## src/rtl/exp_taylor_series_core_defines.svh

```systemverilog
// Assertion macros shared by the exp_taylor_series_core RTL.
// Depends on nothing; users must have clk_i and rst_ni in scope.
`ifndef EXP_TAYLOR_SERIES_CORE_DEFINES_SVH
`define EXP_TAYLOR_SERIES_CORE_DEFINES_SVH

// Same-cycle implication, checked out of reset.
`define ETR_ASSERT_IMP(label, ante, cons, msg) \
  label: assert property (@(posedge clk_i) disable iff (!rst_ni) (ante) |-> (cons)) \
    else $error(msg);

// Next-cycle implication, checked out of reset.
`define ETR_ASSERT_NXT(label, ante, cons, msg) \
  label: assert property (@(posedge clk_i) disable iff (!rst_ni) (ante) |=> (cons)) \
    else $error(msg);

`endif

```

## src/rtl/etr_pkg.sv

```systemverilog
// Shared types and constants of the exponential Taylor series core.
// Depends on nothing; used by etr_ctrl, etr_dpath and the top level.
package etr_pkg;

  localparam int ARG_W        = 29;  // argument, signed Q4.24
  localparam int ARG_FRAC     = 24;
  localparam int CFG_W        = 11;  // term count register
  localparam int OUT_W        = 44;  // result, unsigned Q12.32
  localparam int MAG_W        = 62;  // term magnitude, capped at 2^61
  localparam int TERM_CAP_BIT = 61;
  localparam int SUM_W        = 64;  // signed running sum
  localparam int MUL_SPLIT    = 31;  // low half width of the magnitude
  localparam int PROD_W       = MAG_W + ARG_W;
  localparam int DIGIT_BITS   = 8;   // quotient bits per divider cycle
  localparam int DIGITS       = (PROD_W - ARG_FRAC + DIGIT_BITS - 1) / DIGIT_BITS;
  localparam int DIV_W        = DIGITS * DIGIT_BITS;
  localparam int DIGIT_CNT_W  = $clog2(DIGITS);

  localparam logic [CFG_W-1:0]        TERM_COUNT_RESET = 11'd1000;
  localparam logic [MAG_W-1:0]        TERM_CAP = 62'h2000_0000_0000_0000;
  localparam logic signed [SUM_W-1:0] SUM_CAP  = 64'sh4000_0000_0000_0000;
  localparam logic [SUM_W-1:0]        OUT_MAX  = 64'h0000_0FFF_FFFF_FFFF;

  typedef enum logic [2:0] {
    ST_IDLE,
    ST_MUL_LO,
    ST_MUL_HI,
    ST_DIV_LOAD,
    ST_DIV,
    ST_TERM,
    ST_ACCUM,
    ST_DONE
  } etr_state_e;

  typedef struct packed {
    logic init;
    logic mul_lo;
    logic mul_hi;
    logic div_load;
    logic div_step;
    logic term_upd;
    logic accum;
    logic n_inc;
    logic out_load;
  } etr_cmd_t;

  typedef struct packed {
    logic first_ok;  // at least one term beyond the leading one
    logic more;      // another term follows the current one
    logic mag_zero;  // term has truncated to zero
  } etr_status_t;

endpackage

```

## src/rtl/etr_ctrl.sv

```systemverilog
// Sequencer of the exponential Taylor series core.
// Depends on etr_pkg and exp_taylor_series_core_defines.svh.
`include "exp_taylor_series_core_defines.svh"

module etr_ctrl (
  input  logic                clk_i,
  input  logic                rst_ni,
  input  logic                in_valid_i,
  output logic                in_ready_o,
  output logic                out_valid_o,
  input  logic                out_ready_i,
  input  etr_pkg::etr_status_t status_i,
  output etr_pkg::etr_cmd_t   cmd_o
);
  import etr_pkg::*;

  localparam logic [DIGIT_CNT_W-1:0] DIGIT_LAST = DIGIT_CNT_W'(DIGITS - 1);

  etr_state_e             state_q, state_d;
  logic [DIGIT_CNT_W-1:0] digit_q, digit_d;
  logic                   out_valid_q, out_valid_d;

  always_ff @(posedge clk_i or negedge rst_ni) begin
    if (!rst_ni) begin
      state_q     <= ST_IDLE;
      digit_q     <= '0;
      out_valid_q <= 1'b0;
    end else begin
      state_q     <= state_d;
      digit_q     <= digit_d;
      out_valid_q <= out_valid_d;
    end
  end

  // Next state.
  always_comb begin
    state_d = state_q;
    digit_d = (state_q == ST_DIV) ? digit_q + 1'b1 : '0;
    case (state_q)
      ST_IDLE: begin
        if (in_valid_i) begin
          state_d = status_i.first_ok ? ST_MUL_LO : ST_DONE;
        end
      end
      ST_MUL_LO:   state_d = ST_MUL_HI;
      ST_MUL_HI:   state_d = ST_DIV_LOAD;
      ST_DIV_LOAD: state_d = ST_DIV;
      ST_DIV: begin
        if (digit_q == DIGIT_LAST) begin
          state_d = ST_TERM;
        end
      end
      ST_TERM:     state_d = ST_ACCUM;
      ST_ACCUM: begin
        state_d = (status_i.mag_zero || !status_i.more) ? ST_DONE : ST_MUL_LO;
      end
      ST_DONE: begin
        if (!out_valid_q || out_ready_i) begin
          state_d = ST_IDLE;
        end
      end
      default:     state_d = ST_IDLE;
    endcase
  end

  // Outputs.
  always_comb begin
    cmd_o      = '0;
    in_ready_o = 1'b0;
    case (state_q)
      ST_IDLE: begin
        in_ready_o = 1'b1;
        cmd_o.init = in_valid_i;
      end
      ST_MUL_LO:   cmd_o.mul_lo   = 1'b1;
      ST_MUL_HI:   cmd_o.mul_hi   = 1'b1;
      ST_DIV_LOAD: cmd_o.div_load = 1'b1;
      ST_DIV:      cmd_o.div_step = 1'b1;
      ST_TERM:     cmd_o.term_upd = 1'b1;
      ST_ACCUM: begin
        cmd_o.accum = 1'b1;
        cmd_o.n_inc = !status_i.mag_zero && status_i.more;
      end
      ST_DONE:     cmd_o.out_load = !out_valid_q || out_ready_i;
      default:     cmd_o = '0;
    endcase
    out_valid_d = cmd_o.out_load || (out_valid_q && !out_ready_i);
  end

  assign out_valid_o = out_valid_q;

  `ETR_ASSERT_IMP(a_load_into_free_slot, cmd_o.out_load, !out_valid_q || out_ready_i, "result overwritten before transfer")
  `ETR_ASSERT_IMP(a_digit_in_range, state_q == ST_DIV, digit_q <= DIGIT_LAST, "divider digit counter out of range")
  `ETR_ASSERT_NXT(a_result_held, out_valid_q && !out_ready_i, out_valid_q, "pending result dropped")

endmodule

```

## config.mk

```make
export PLATFORM = sky130hd
export DESIGN_NAME = etr_ctrl
export DESIGN_NICKNAME = d
export VERILOG_FILES = /design/src/rtl/etr_pkg.sv /design/src/rtl/etr_ctrl.sv
export VERILOG_INCLUDE_DIRS = /design/src /design/src/rtl
export SDC_FILE = /design/constraint.sdc
export NUM_CORES = 1
export LEC_CHECK = 0
export ABC_AREA = 1
export BUFFER_PORTS_ARGS = -buffer_cell sky130_fd_sc_hd__buf_2
export CORE_AREA = 5 5 42 44
export CTS_BUF_LIST = sky130_fd_sc_hd__clkbuf_2
export DETAILED_ROUTE_END_ITERATION = 16
export DIE_AREA = 0 0 47 49
export GPL_TIMING_DRIVEN = 0
export PLACE_DENSITY = 0.67
export SKIP_LAST_GASP = 1
export SYNTH_ARGS = -nofsm -noshare
export SYNTH_HDL_FRONTEND = slang
export SYNTH_SLANG_ARGS = --single-unit
```

## constraint.sdc

```tcl
create_clock -name clk_i -period 1.1 [get_ports clk_i]
set_input_delay 0 -clock clk_i [delete_from_list [all_inputs] [get_ports clk_i]]
set_output_delay 0 -clock clk_i [all_outputs]
set_load 0.005 [all_outputs]
```

==> results of run 1 <==
-- timing repair --
action | CTS | global route
pin swaps | 7 | 6
setup endpoints to repair | 11 | 15
buffers inserted | 5 | 1
resized for setup | 15 | 10
endpoints found under the hold margin | 9 | 0
hold buffers | 2 | 0
-- power by group --
part / total, W / switching, W / internal (W)
Combinational: 0.00116 / 0.000629 / 0.000530
Clock: 0.000176 / 0.000101 / 0.0000744
Sequential: 0.000542 / 0.000136 / 0.000406
-- cell type report --
| class | instances | area [um^2] |
|---|---|---|
| Clock buffer | 3 | 15.0 |
| Fill cell | 144 | 643 |
| Inverter | 15 | 58.8 |
| Multi-Input combinational cell | 49 | 297 |
| Sequential cell | 8 | 204 |
| Tap cell | 16 | 20.0 |
| Timing Repair Buffer | 25 | 164 |
-- worst max-delay path: stages (launching register included) --
cell     delay (ps)
dfrtp_2         430
inv_2            70
nor2_4          110
inv_2            50
nor3_2          140
buf_2           130
-- metal layers --
| metal | global-route usage [%] | vias up |
|---|---|---|
| li1 | - | 274 |
| met1 | 11.8 | 231 |
| met5 | 0 | - |
| met2 | 19.2 | 16 |
| met4 | 6.91 | 0 |
| met3 | 2.21 | 2 |
-- worst max-delay path by stage --
stage | from | to
3_3_place_gp | state_q[0] | state_q[2]
2_1_floorplan | state_q[0] | state_q[2]
5_1_grt | state_q[0] | cmd_o[8]
3_5_place_dp | state_q[0] | state_q[1]
4_1_cts | state_q[0] | cmd_o[0]
6_report | state_q[1] | cmd_o[1]
-- synthesized netlist by cell type --
cell	count
dfrtp_1	8
ha_1	2
xnor2_1	1
nand2_2	1
nor2_2	3
nand3b_1	1
inv_1	14
inv_2	1
nand2_1	14
o21ai_0	2
nor2_4	1
a21oi_1	2
nor2_1	15
nor3_1	1
nand3_1	6
-- kinds of logic after synthesis --
group	Yosys count	synth area share, %
DFF	8	40.2
adders and majority gates	2	5.02
xor gates and xnor gates	1	1.76
buffers and inverters	15	11.3
and+or+nand+nor	42	37.7
AOI/OAI and AO/OA	4	4.02
-- through the flow --
stage	utilization (%)	total power (W)	area [um^2]	setup WS, ps
finish	54.1	0.00188	758	-66.6
global route	54.1	0.00205	758	-139
CTS	51.2	0.00175	717	-75.4
detailed placement	43.0	0.00131	603	-149
global placement	43.0	0.00128	603	-130
floorplan	-	0.00104	498	11.9
-- sequential cells by signal, indices dropped and copies added, names as in the netlist --
name,count
out_valid_o,1
state_q,3
digit_q,4
==> flow_summary.json, run 1 <==
{
  "io_buffers": 17,
  "final_nets": 111,
  "track_usage_pct": 11.2,
  "slew_headroom_pct": 84.6,
  "die-height_um": 49,
  "setup_violations": 8,
  "syn-cell-area_um2": 498,
  "layout_common_cells": "buf_2 (16), inv_1 (11), nor2_1 (11), nand2_1 (11), nand3_1 (6)",
  "crit_required_ps": 1100,
  "ctsLongestPathBuffers": 2,
  "final_cells": 116,
  "cts_tree": "built",
  "core.rowCount": 14,
  "core-area_um2": 1400,
  "synth_area_per_cell_um2": 6.92,
  "reg2reg_depth": 6,
  "drt_pre_antenna_iters": 4,
  "viasPerCell": 4.51,
  "yosysSeqAreaShare_pct": 40.2,
  "placedCellCount": 105,
  "wl_met3_um": 100,
  "p_per_area_nw_per_um2": 2470,
  "synth_nets": 81,
  "clkLatencyLatePin_ps": 240,
  "clock-sinks": 8,
  "synth_cell_types": 15,
  "synth_top_cell_area_share_pct": 40.2,
  "worstMarginPinSlew_ps": 230,
  "layout_commonest_cell": "buf_2",
  "cap_violations": 0,
  "grt_max_degree": 9,
  "crit_fanout": 4,
  "met2_length_um": 629,
  "yosysTopAreaCell": "dfrtp_1",
  "clock_skew_ps": 7.77,
  "drc": 0,
  "r2r_start": "state_q[0]",
  "cp-end-kind": "output port",
  "cts_root_buffer": "clkbuf_2",
  "overflow": 0,
  "holdWs_ps": 119,
  "fmax_mhz": 857,
  "critical_path_class": "reg -> out",
  "timing.final.ws_setup_ps": -66.6,
  "maxUsedRoutingLayer": "met4",
  "irDropWorstVdd_mv": 1.05,
  "drt_iter0_drc": 10,
  "hold_class": "in -> async",
  "routabilityCongestion": 0.794,
  "slew_violations": 0,
  "failed_checks": "negative setup slack",
  "worstPathArrival_ps": 1170,
  "antenna_found_initial": 0,
  "netlist_top_cells_area": "dfrtp_1 (40%), nor2_1 (11%), inv_1 (11%), nand2_1 (11%), nand3_1 (6.0%)",
  "outcome": "finished, violations left",
  "drive_above_1_share_pct": 47.0,
  "htree_levels": 1,
  "clkTransAtPathRegs_ps": 80,
  "met1_length_um": 454,
  "r2r_setup_slack_ps": -50,
  "cp-start-kind": "flip-flop",
  "syn_to_final_growth_pct": 52.3,
  "wire_per_inst_um": 10.3,
  "crit-reg2reg-capture": "state_q[2]",
  "finalCriticalPeriod_ps": 1170,
  "fp.dieW_um": 47,
  "dp_hpwl_um": 851,
  "grt_pass1_wl_um": 1860,
  "syn_inst": 72,
  "drt_wl_total_um": 1190,
  "p_leak_nw": 0.419,
  "synth-seq-cells": 8,
  "synth_warnings": 0,
  "hold_viol_final": 0,
  "dieArea_um2": 2300,
  "antenna_cells": 0,
  "setup_tns_ps": -342,
  "post-route-period-util_pct": 106,
  "num_vias": 523,
  "grt_setup_unrepaired": "yes",
  "pin_count": 18,
  "first_global_vias": 452,
  "start_util_pct": 35.5,
  "cts_buffers": 3,
  "drt.antenna.violating_nets": 0
}
Note: power is estimated with default switching activity, not from simulation.
==> run 2: changes to the inputs <==
--- a/config.mk
+++ b/config.mk
@@ -6,14 +6,14 @@
 export SDC_FILE = /design/constraint.sdc
 export NUM_CORES = 1
 export LEC_CHECK = 0
-export ABC_AREA = 1
 export BUFFER_PORTS_ARGS = -buffer_cell sky130_fd_sc_hd__buf_2
 export CORE_AREA = 5 5 42 44
 export CTS_BUF_LIST = sky130_fd_sc_hd__clkbuf_2
+export CTS_CLUSTER_SIZE = 16
 export DETAILED_ROUTE_END_ITERATION = 16
 export DIE_AREA = 0 0 47 49
 export GPL_TIMING_DRIVEN = 0
-export PLACE_DENSITY = 0.67
+export PLACE_DENSITY = 0.68
 export SKIP_LAST_GASP = 1
 export SYNTH_ARGS = -nofsm -noshare
 export SYNTH_HDL_FRONTEND = slang
==> run 2 against run 1 <==
Effect of this change:
- the run still ends with negative setup slack left
- sequential cell count unchanged
- total power up 14%
- hold slack worse by 51 ps
- critical path type unchanged
- synthesized cell count down 24%
- first-iteration DRC count down 90%
- clock power up 16%
- non-clock buffer count up 7
- largest power group unchanged
==> flow_summary.json, run 2 <==
{
  "outcome": "finished, violations left",
  "failed_checks": "negative setup slack",
  "core-area_um2": 1400,
  "drt_iter0_drc": 1,
  "crit_fanout": 7,
  "synth_area_per_cell_um2": 9.21,
  "slew_violations": 0,
  "cp-start-kind": "flip-flop",
  "die-height_um": 49,
  "yosysSeqAreaShare_pct": 39.5,
  "placedCellCount": 88,
  "slew_headroom_pct": 78.4,
  "core.rowCount": 14,
  "syn_inst": 55,
  "num_vias": 503,
  "clkLatencyLatePin_ps": 240,
  "timing.final.ws_setup_ps": -202,
  "fmax_mhz": 768,
  "hold_class": "in -> reg",
  "fp.dieW_um": 47,
  "netlist_top_cells_area": "dfrtp_1 (40%), ha_1 (4.9%), nor4_2 (4.9%), nor2_1 (4.4%), and2_1 (3.7%)",
  "track_usage_pct": 13.0,
  "p_per_area_nw_per_um2": 2580,
  "synth-seq-cells": 8,
  "critical_path_class": "reg -> out",
  "grt_setup_unrepaired": "yes",
  "power_w": 0.00214,
  "r2r_start": "state_q[2]",
  "synth_top_cells_by_count": "dfrtp_1 (8), nor2_1 (6), nand2_1 (4)",
  "ctsLongestPathBuffers": 2,
  "routabilityCongestion": 0.727,
  "final_cell_area_um2": 830,
  "final_cells": 104,
  "crit_required_ps": 1100,
  "first_global_vias": 506,
  "synth_async_sr_flop_share_pct": 100,
  "cts_tree": "built",
  "dp_hpwl_um": 865,
  "irDropWorstVdd_mv": 1.28,
  "layout_common_cells": "buf_2 (16), buf_4 (8), buf_6 (7)",
  "crit_path_top_delay_cell": "dfrtp_2",
  "io_buffers": 17,
  "drc": 0,
  "yosysMostFrequentCell": "dfrtp_1",
  "p_leak_nw": 0.411,
  "post-route-period-util_pct": 118,
  "layout_commonest_cell": "buf_2",
  "largest-register": "digit_q",
  "drt_wl_total_um": 1270,
  "cp_cell_sequence": "buf_6 -> and3b_1 -> and2_1 -> buf_2",
  "htree_levels": 1,
  "yosysTopAreaCell": "dfrtp_1",
  "placed_cell_area_um2": 651,
  "synth_edf_count": 0,
  "synth_cell_types": 27,
  "grt_pass1_wl_um": 2200,
  "cts_root_buffer": "clkbuf_2",
  "viasPerCell": 4.84,
  "overflow": 0,
  "clock_skew_ps": 6.13,
  "antenna_cells": 0,
  "drive_above_1_share_pct": 56.8,
  "critPathMaxStageDelay_ps": 460,
  "crit_buf_inv": 2,
  "fillers": 130,
  "drt_pre_antenna_iters": 2,
  "dieArea_um2": 2300,
  "largest_reg_flops": 4,
  "synth-main-ff-cell": "dfrtp_1",
  "synth_nets": 64,
  "wire_per_inst_um": 12.2,
  "cts_buffers": 3,
  "worstMarginPinSlew_ps": 321,
  "syn-cell-area_um2": 507,
  "start_util_pct": 36.2,
  "worstHoldStart": "in_valid_i",
  "drt.antenna.violating_nets": 0,
  "clock-sinks": 8,
  "finalCriticalPeriod_ps": 1300,
  "syn_to_final_growth_pct": 63.7,
  "setup_violations": 12,
  "cap_violations": 0,
  "hold_viol_final": 0,
  "pin_count": 18,
  "final_nets": 98,
  "antenna_found_initial": 0,
  "cp-end-kind": "output port",
  "synth_warnings": 0,
  "crit_path_start": "state_q[0]",
  "grt_max_degree": 11,
  "path_delay_family": "flip-flops",
  "clkTransAtPathRegs_ps": 90,
  "setup_tns_ps": -1450,
  "synth_top_cell_area_share_pct": 39.5,
  "worstPathArrival_ps": 1300
}
run 2: layer usage:
| layer | up-vias | share of wire (%) | GRT usage (%) |
|---|---|---|---|
| met5 | - | 0 | 0 |
| met4 | 0 | 1.8 | 6.91 |
| met3 | 2 | 4.7 | 1.48 |
| met2 | 17 | 55 | 21.5 |
| met1 | 230 | 39 | 15.5 |
| li1 | 254 | - | - |
run 2: layout make-up:
class	count	area (um^2)	area share, %
multi-input combinational	41	345	41.6
sequential	8	204	24.6
timing repair buffer	29	195	23.5
buffer	3	33.8	4.07
clock buffer	4	20.0	2.41
tap	16	20.0	2.41
inverter	3	11.3	1.36
run 2: final timing paths:
| kind | cells past startpoint | slack (ps) | to |
|---|---|---|---|
| max | 4 | -200 | cmd_o[1] |
| min | 3 | 70 | state_q[2] |
| max reg2reg | 6 | -160 | state_q[1] |
| min reg2reg | 2 | 560 | digit_q[0] |
| max in group asynchronous | 2 | 790 | state_q[2] |
| min in group asynchronous | 2 | 120 | digit_q[1] |
run 2: worst reg2reg max path, stage by stage (launching register included):
cell,delay (ps)
dfrtp_2,460
buf_4,150
nand2_2,80
inv_2,50
o21a_4,120
o21ba_1,190
a31oi_1,140
run 2: what timing repair did:
| item | in CTS | in global routing |
|---|---|---|
| endpoints found under the setup margin | 13 | 13 |
| cloned | 1 | 0 |
| buffers inserted | 8 | 2 |
| hold buffers | 1 | 0 |
| resized for setup | 12 | 5 |
| pin swaps | 0 | 2 |
| hold endpoints to repair | 8 | 0 |
run 2: report_power, final:
part / switching, W / total [W] / internal (W)
sequential: 0.000136 / 0.000538 / 0.000402
clock: 0.000109 / 0.000205 / 0.0000966
combinational: 0.000607 / 0.00140 / 0.000788
total: 0.000852 / 0.00214 / 0.00129
run 2: cell families (layout without fill, tap and decap cells):
group | count (synthesis) | in the layout | synth area share [%]
simple gates | 30 | 30 | 35.6
buf+inv | 6 | 39 | 6.42
compound gates | 7 | 7 | 10.1
xor+xnor | 2 | 2 | 3.46
fa+ha+maj | 2 | 2 | 4.94
flops | 8 | 8 | 39.5
run 2: stage by stage:
step | hold slack, ps | worst slack, ps | utilization, %
floorplan | -296 | -90.2 | -
global placement | -153 | -164 | 46.4
detailed placement | -151 | -207 | 46.4
CTS | 68.3 | -202 | 56.3
global route | 102 | -268 | 59.2
finish | 67.7 | -202 | 59.2
==> run 3: changes to the inputs <==
--- a/config.mk
+++ b/config.mk
@@ -8,7 +8,6 @@
 export LEC_CHECK = 0
 export BUFFER_PORTS_ARGS = -buffer_cell sky130_fd_sc_hd__buf_2
 export CORE_AREA = 5 5 42 44
-export CTS_BUF_LIST = sky130_fd_sc_hd__clkbuf_2
 export CTS_CLUSTER_SIZE = 16
 export DETAILED_ROUTE_END_ITERATION = 16
 export DIE_AREA = 0 0 47 49
==> run 3 against run 2 <==
Effect of this change:
- the run still ends with negative setup slack left
- sequential power fell by 2%
- worst setup slack improved by 5.1 ps
- non-clock buffer count did not move
- fmax rose by 0.39%
- combinational power barely moved
- global-route usage fell by 0.99 points
- clock skew rose by 3.1 ps
- hold slack improved by 3.3 ps
==> flow_summary.json, run 3 (synthesis gave the netlist of run 2 again) <==
{
  "outcome": "finished, violations left",
  "failed_checks": "negative setup slack",
  "die-height_um": 49,
  "final_cell_area_um2": 828,
  "hold_viol_final": 0,
  "antenna_cells": 0,
  "cp_cell_sequence": "buf_6 -> and3b_1 -> and2_1 -> buf_2",
  "largest-register": "digit_q",
  "layout_commonest_cell": "buf_2",
  "num_vias": 502,
  "clkLatencyLatePin_ps": 250,
  "viasPerCell": 4.83,
  "post-route-period-util_pct": 118,
  "start_util_pct": 36.2,
  "worstMarginPinSlew_ps": 319,
  "clock-sinks": 8,
  "power_w": 0.00216,
  "p_leak_nw": 0.408,
  "switching_power_w": 0.000836,
  "hold_class": "in -> reg",
  "holdWs_ps": 71.0,
  "track_usage_pct": 12.0,
  "syn_to_final_growth_pct": 63.5,
  "routabilityCongestion": 0.727,
  "cap_violations": 0,
  "drt.antenna.violating_nets": 0,
  "pin_count": 18,
  "core.rowCount": 14,
  "timing.final.ws_setup_ps": -197,
  "finalCriticalPeriod_ps": 1300,
  "grt_setup_unrepaired": "yes",
  "htree_levels": 1,
  "drt_wl_total_um": 1230,
  "clkPwrFrac_pct": 10.9,
  "grt_max_degree": 11,
  "clkTransAtPathRegs_ps": 60,
  "crit_required_ps": 1100,
  "slew_headroom_pct": 78.6,
  "grt_pass1_wl_um": 2040,
  "largest_reg_flops": 4,
  "first_global_vias": 498,
  "crit_path_top_delay_cell": "dfrtp_2",
  "final_nets": 98,
  "p_comb_share_pct": 64.8,
  "fmax_mhz": 771,
  "worstPathArrival_ps": 1300,
  "placed_cell_area_um2": 651,
  "path_delay_family": "flip-flops",
  "cp-start-kind": "flip-flop",
  "p_int_w": 0.00133,
  "drive_above_1_share_pct": 55.7,
  "clock_skew_ps": 9.18,
  "cts_buffers": 3,
  "wire_per_inst_um": 11.8,
  "critPathMaxStageDelay_ps": 450,
  "overflow": 0,
  "layout_common_cells": "buf_2 (16), buf_4 (9), buf_6 (5), nor2_1 (5), dfrtp_1 (5)",
  "setup_violations": 13,
  "irDropWorstVdd_mv": 1.29,
  "core-area_um2": 1400,
  "crit_fanout": 7,
  "ctsLongestPathBuffers": 2,
  "crit_buf_inv": 2,
  "drc": 0,
  "sequentialPowerShare_pct": 24.3,
  "antenna_found_initial": 0,
  "cts_tree": "built",
  "drt_iter0_drc": 2,
  "p_per_area_nw_per_um2": 2610,
  "fp.dieW_um": 47,
  "cp-end-kind": "output port",
  "dp_hpwl_um": 865,
  "cts_root_buffer": "clkbuf_4",
  "swShare_pct": 38.6,
  "io_buffers": 17,
  "dieArea_um2": 2300,
  "slew_violations": 0,
  "drt_pre_antenna_iters": 2,
  "critical_path_class": "reg -> out"
}
run 3: layout make-up:
type                       instances  area, um^2
sequential                         8         204
timing repair buffer              29         191
fill                             133         573
multi-input combinational         41         338
clock buffer                       4        26.3
tap                               16        20.0
buffer                             3        37.5
inverter                           3        11.3
run 3: stage by stage:
| step | util (%) | cells | TNS [ps] | setup WS, ps |
|---|---|---|---|---|
| 6_report | 59.1 | 104 | -1370 | -197 |
| 2_1_floorplan | - | 55 | -226 | -90.2 |
| 5_1_grt | 59.1 | 104 | -2210 | -258 |
| 3_3_place_gp | 46.4 | 88 | -465 | -164 |
| 3_5_place_dp | 46.4 | 88 | -592 | -207 |
| 4_1_cts | 54.7 | 101 | -1310 | -201 |
run 3: final timing paths:
path                       slack, ps  cells past startpoint        from    endpoint
min                               70                      3  in_valid_i  state_q[2]
min in group asynchronous        110                      2      rst_ni  digit_q[1]
max in group asynchronous        800                      2      rst_ni  state_q[2]
max reg2reg                     -160                      6  state_q[2]  state_q[1]
max                             -200                      4  state_q[0]    cmd_o[1]
min reg2reg                      540                      2  digit_q[0]  digit_q[0]
run 3: routing by layer:
metal | wire [um] | global-route usage [%] | up-vias
met5 | 0 | 0 | -
met4 | 29 | 8.29 | 0
met3 | 58 | 1.48 | 4
met2 | 634 | 18.6 | 15
met1 | 507 | 14.6 | 229
li1 | - | - | 254
run 3: timing repair:
action,CTS,global route
gates cloned,0,0
hold buffers,1,0
buffers inserted,8,3
pin swaps,1,1
gates resized for setup,7,9
endpoints found under the hold margin,8,0
setup endpoints to repair,13,13
run 3: power groups by stage:
| stage | sequential, W | clock, W | combinational (W) |
|---|---|---|---|
| floorplan | 0.000532 | 0 | 0.000640 |
| finish | 0.000526 | 0.000237 | 0.00140 |
| global route | 0.000540 | 0.000271 | 0.00153 |
| detailed placement | 0.000561 | 0 | 0.000884 |
| global placement | 0.000555 | 0 | 0.000868 |
| CTS | 0.000519 | 0.000250 | 0.00120 |
run 3: worst reg2reg max path, delay by kind of cell (launching register included):
family	cells	cell delay (ps)
DFF	1	440
AOI/OAI and AO/OA	3	460
buffers and inverters	2	210
and+or+nand+nor	1	80
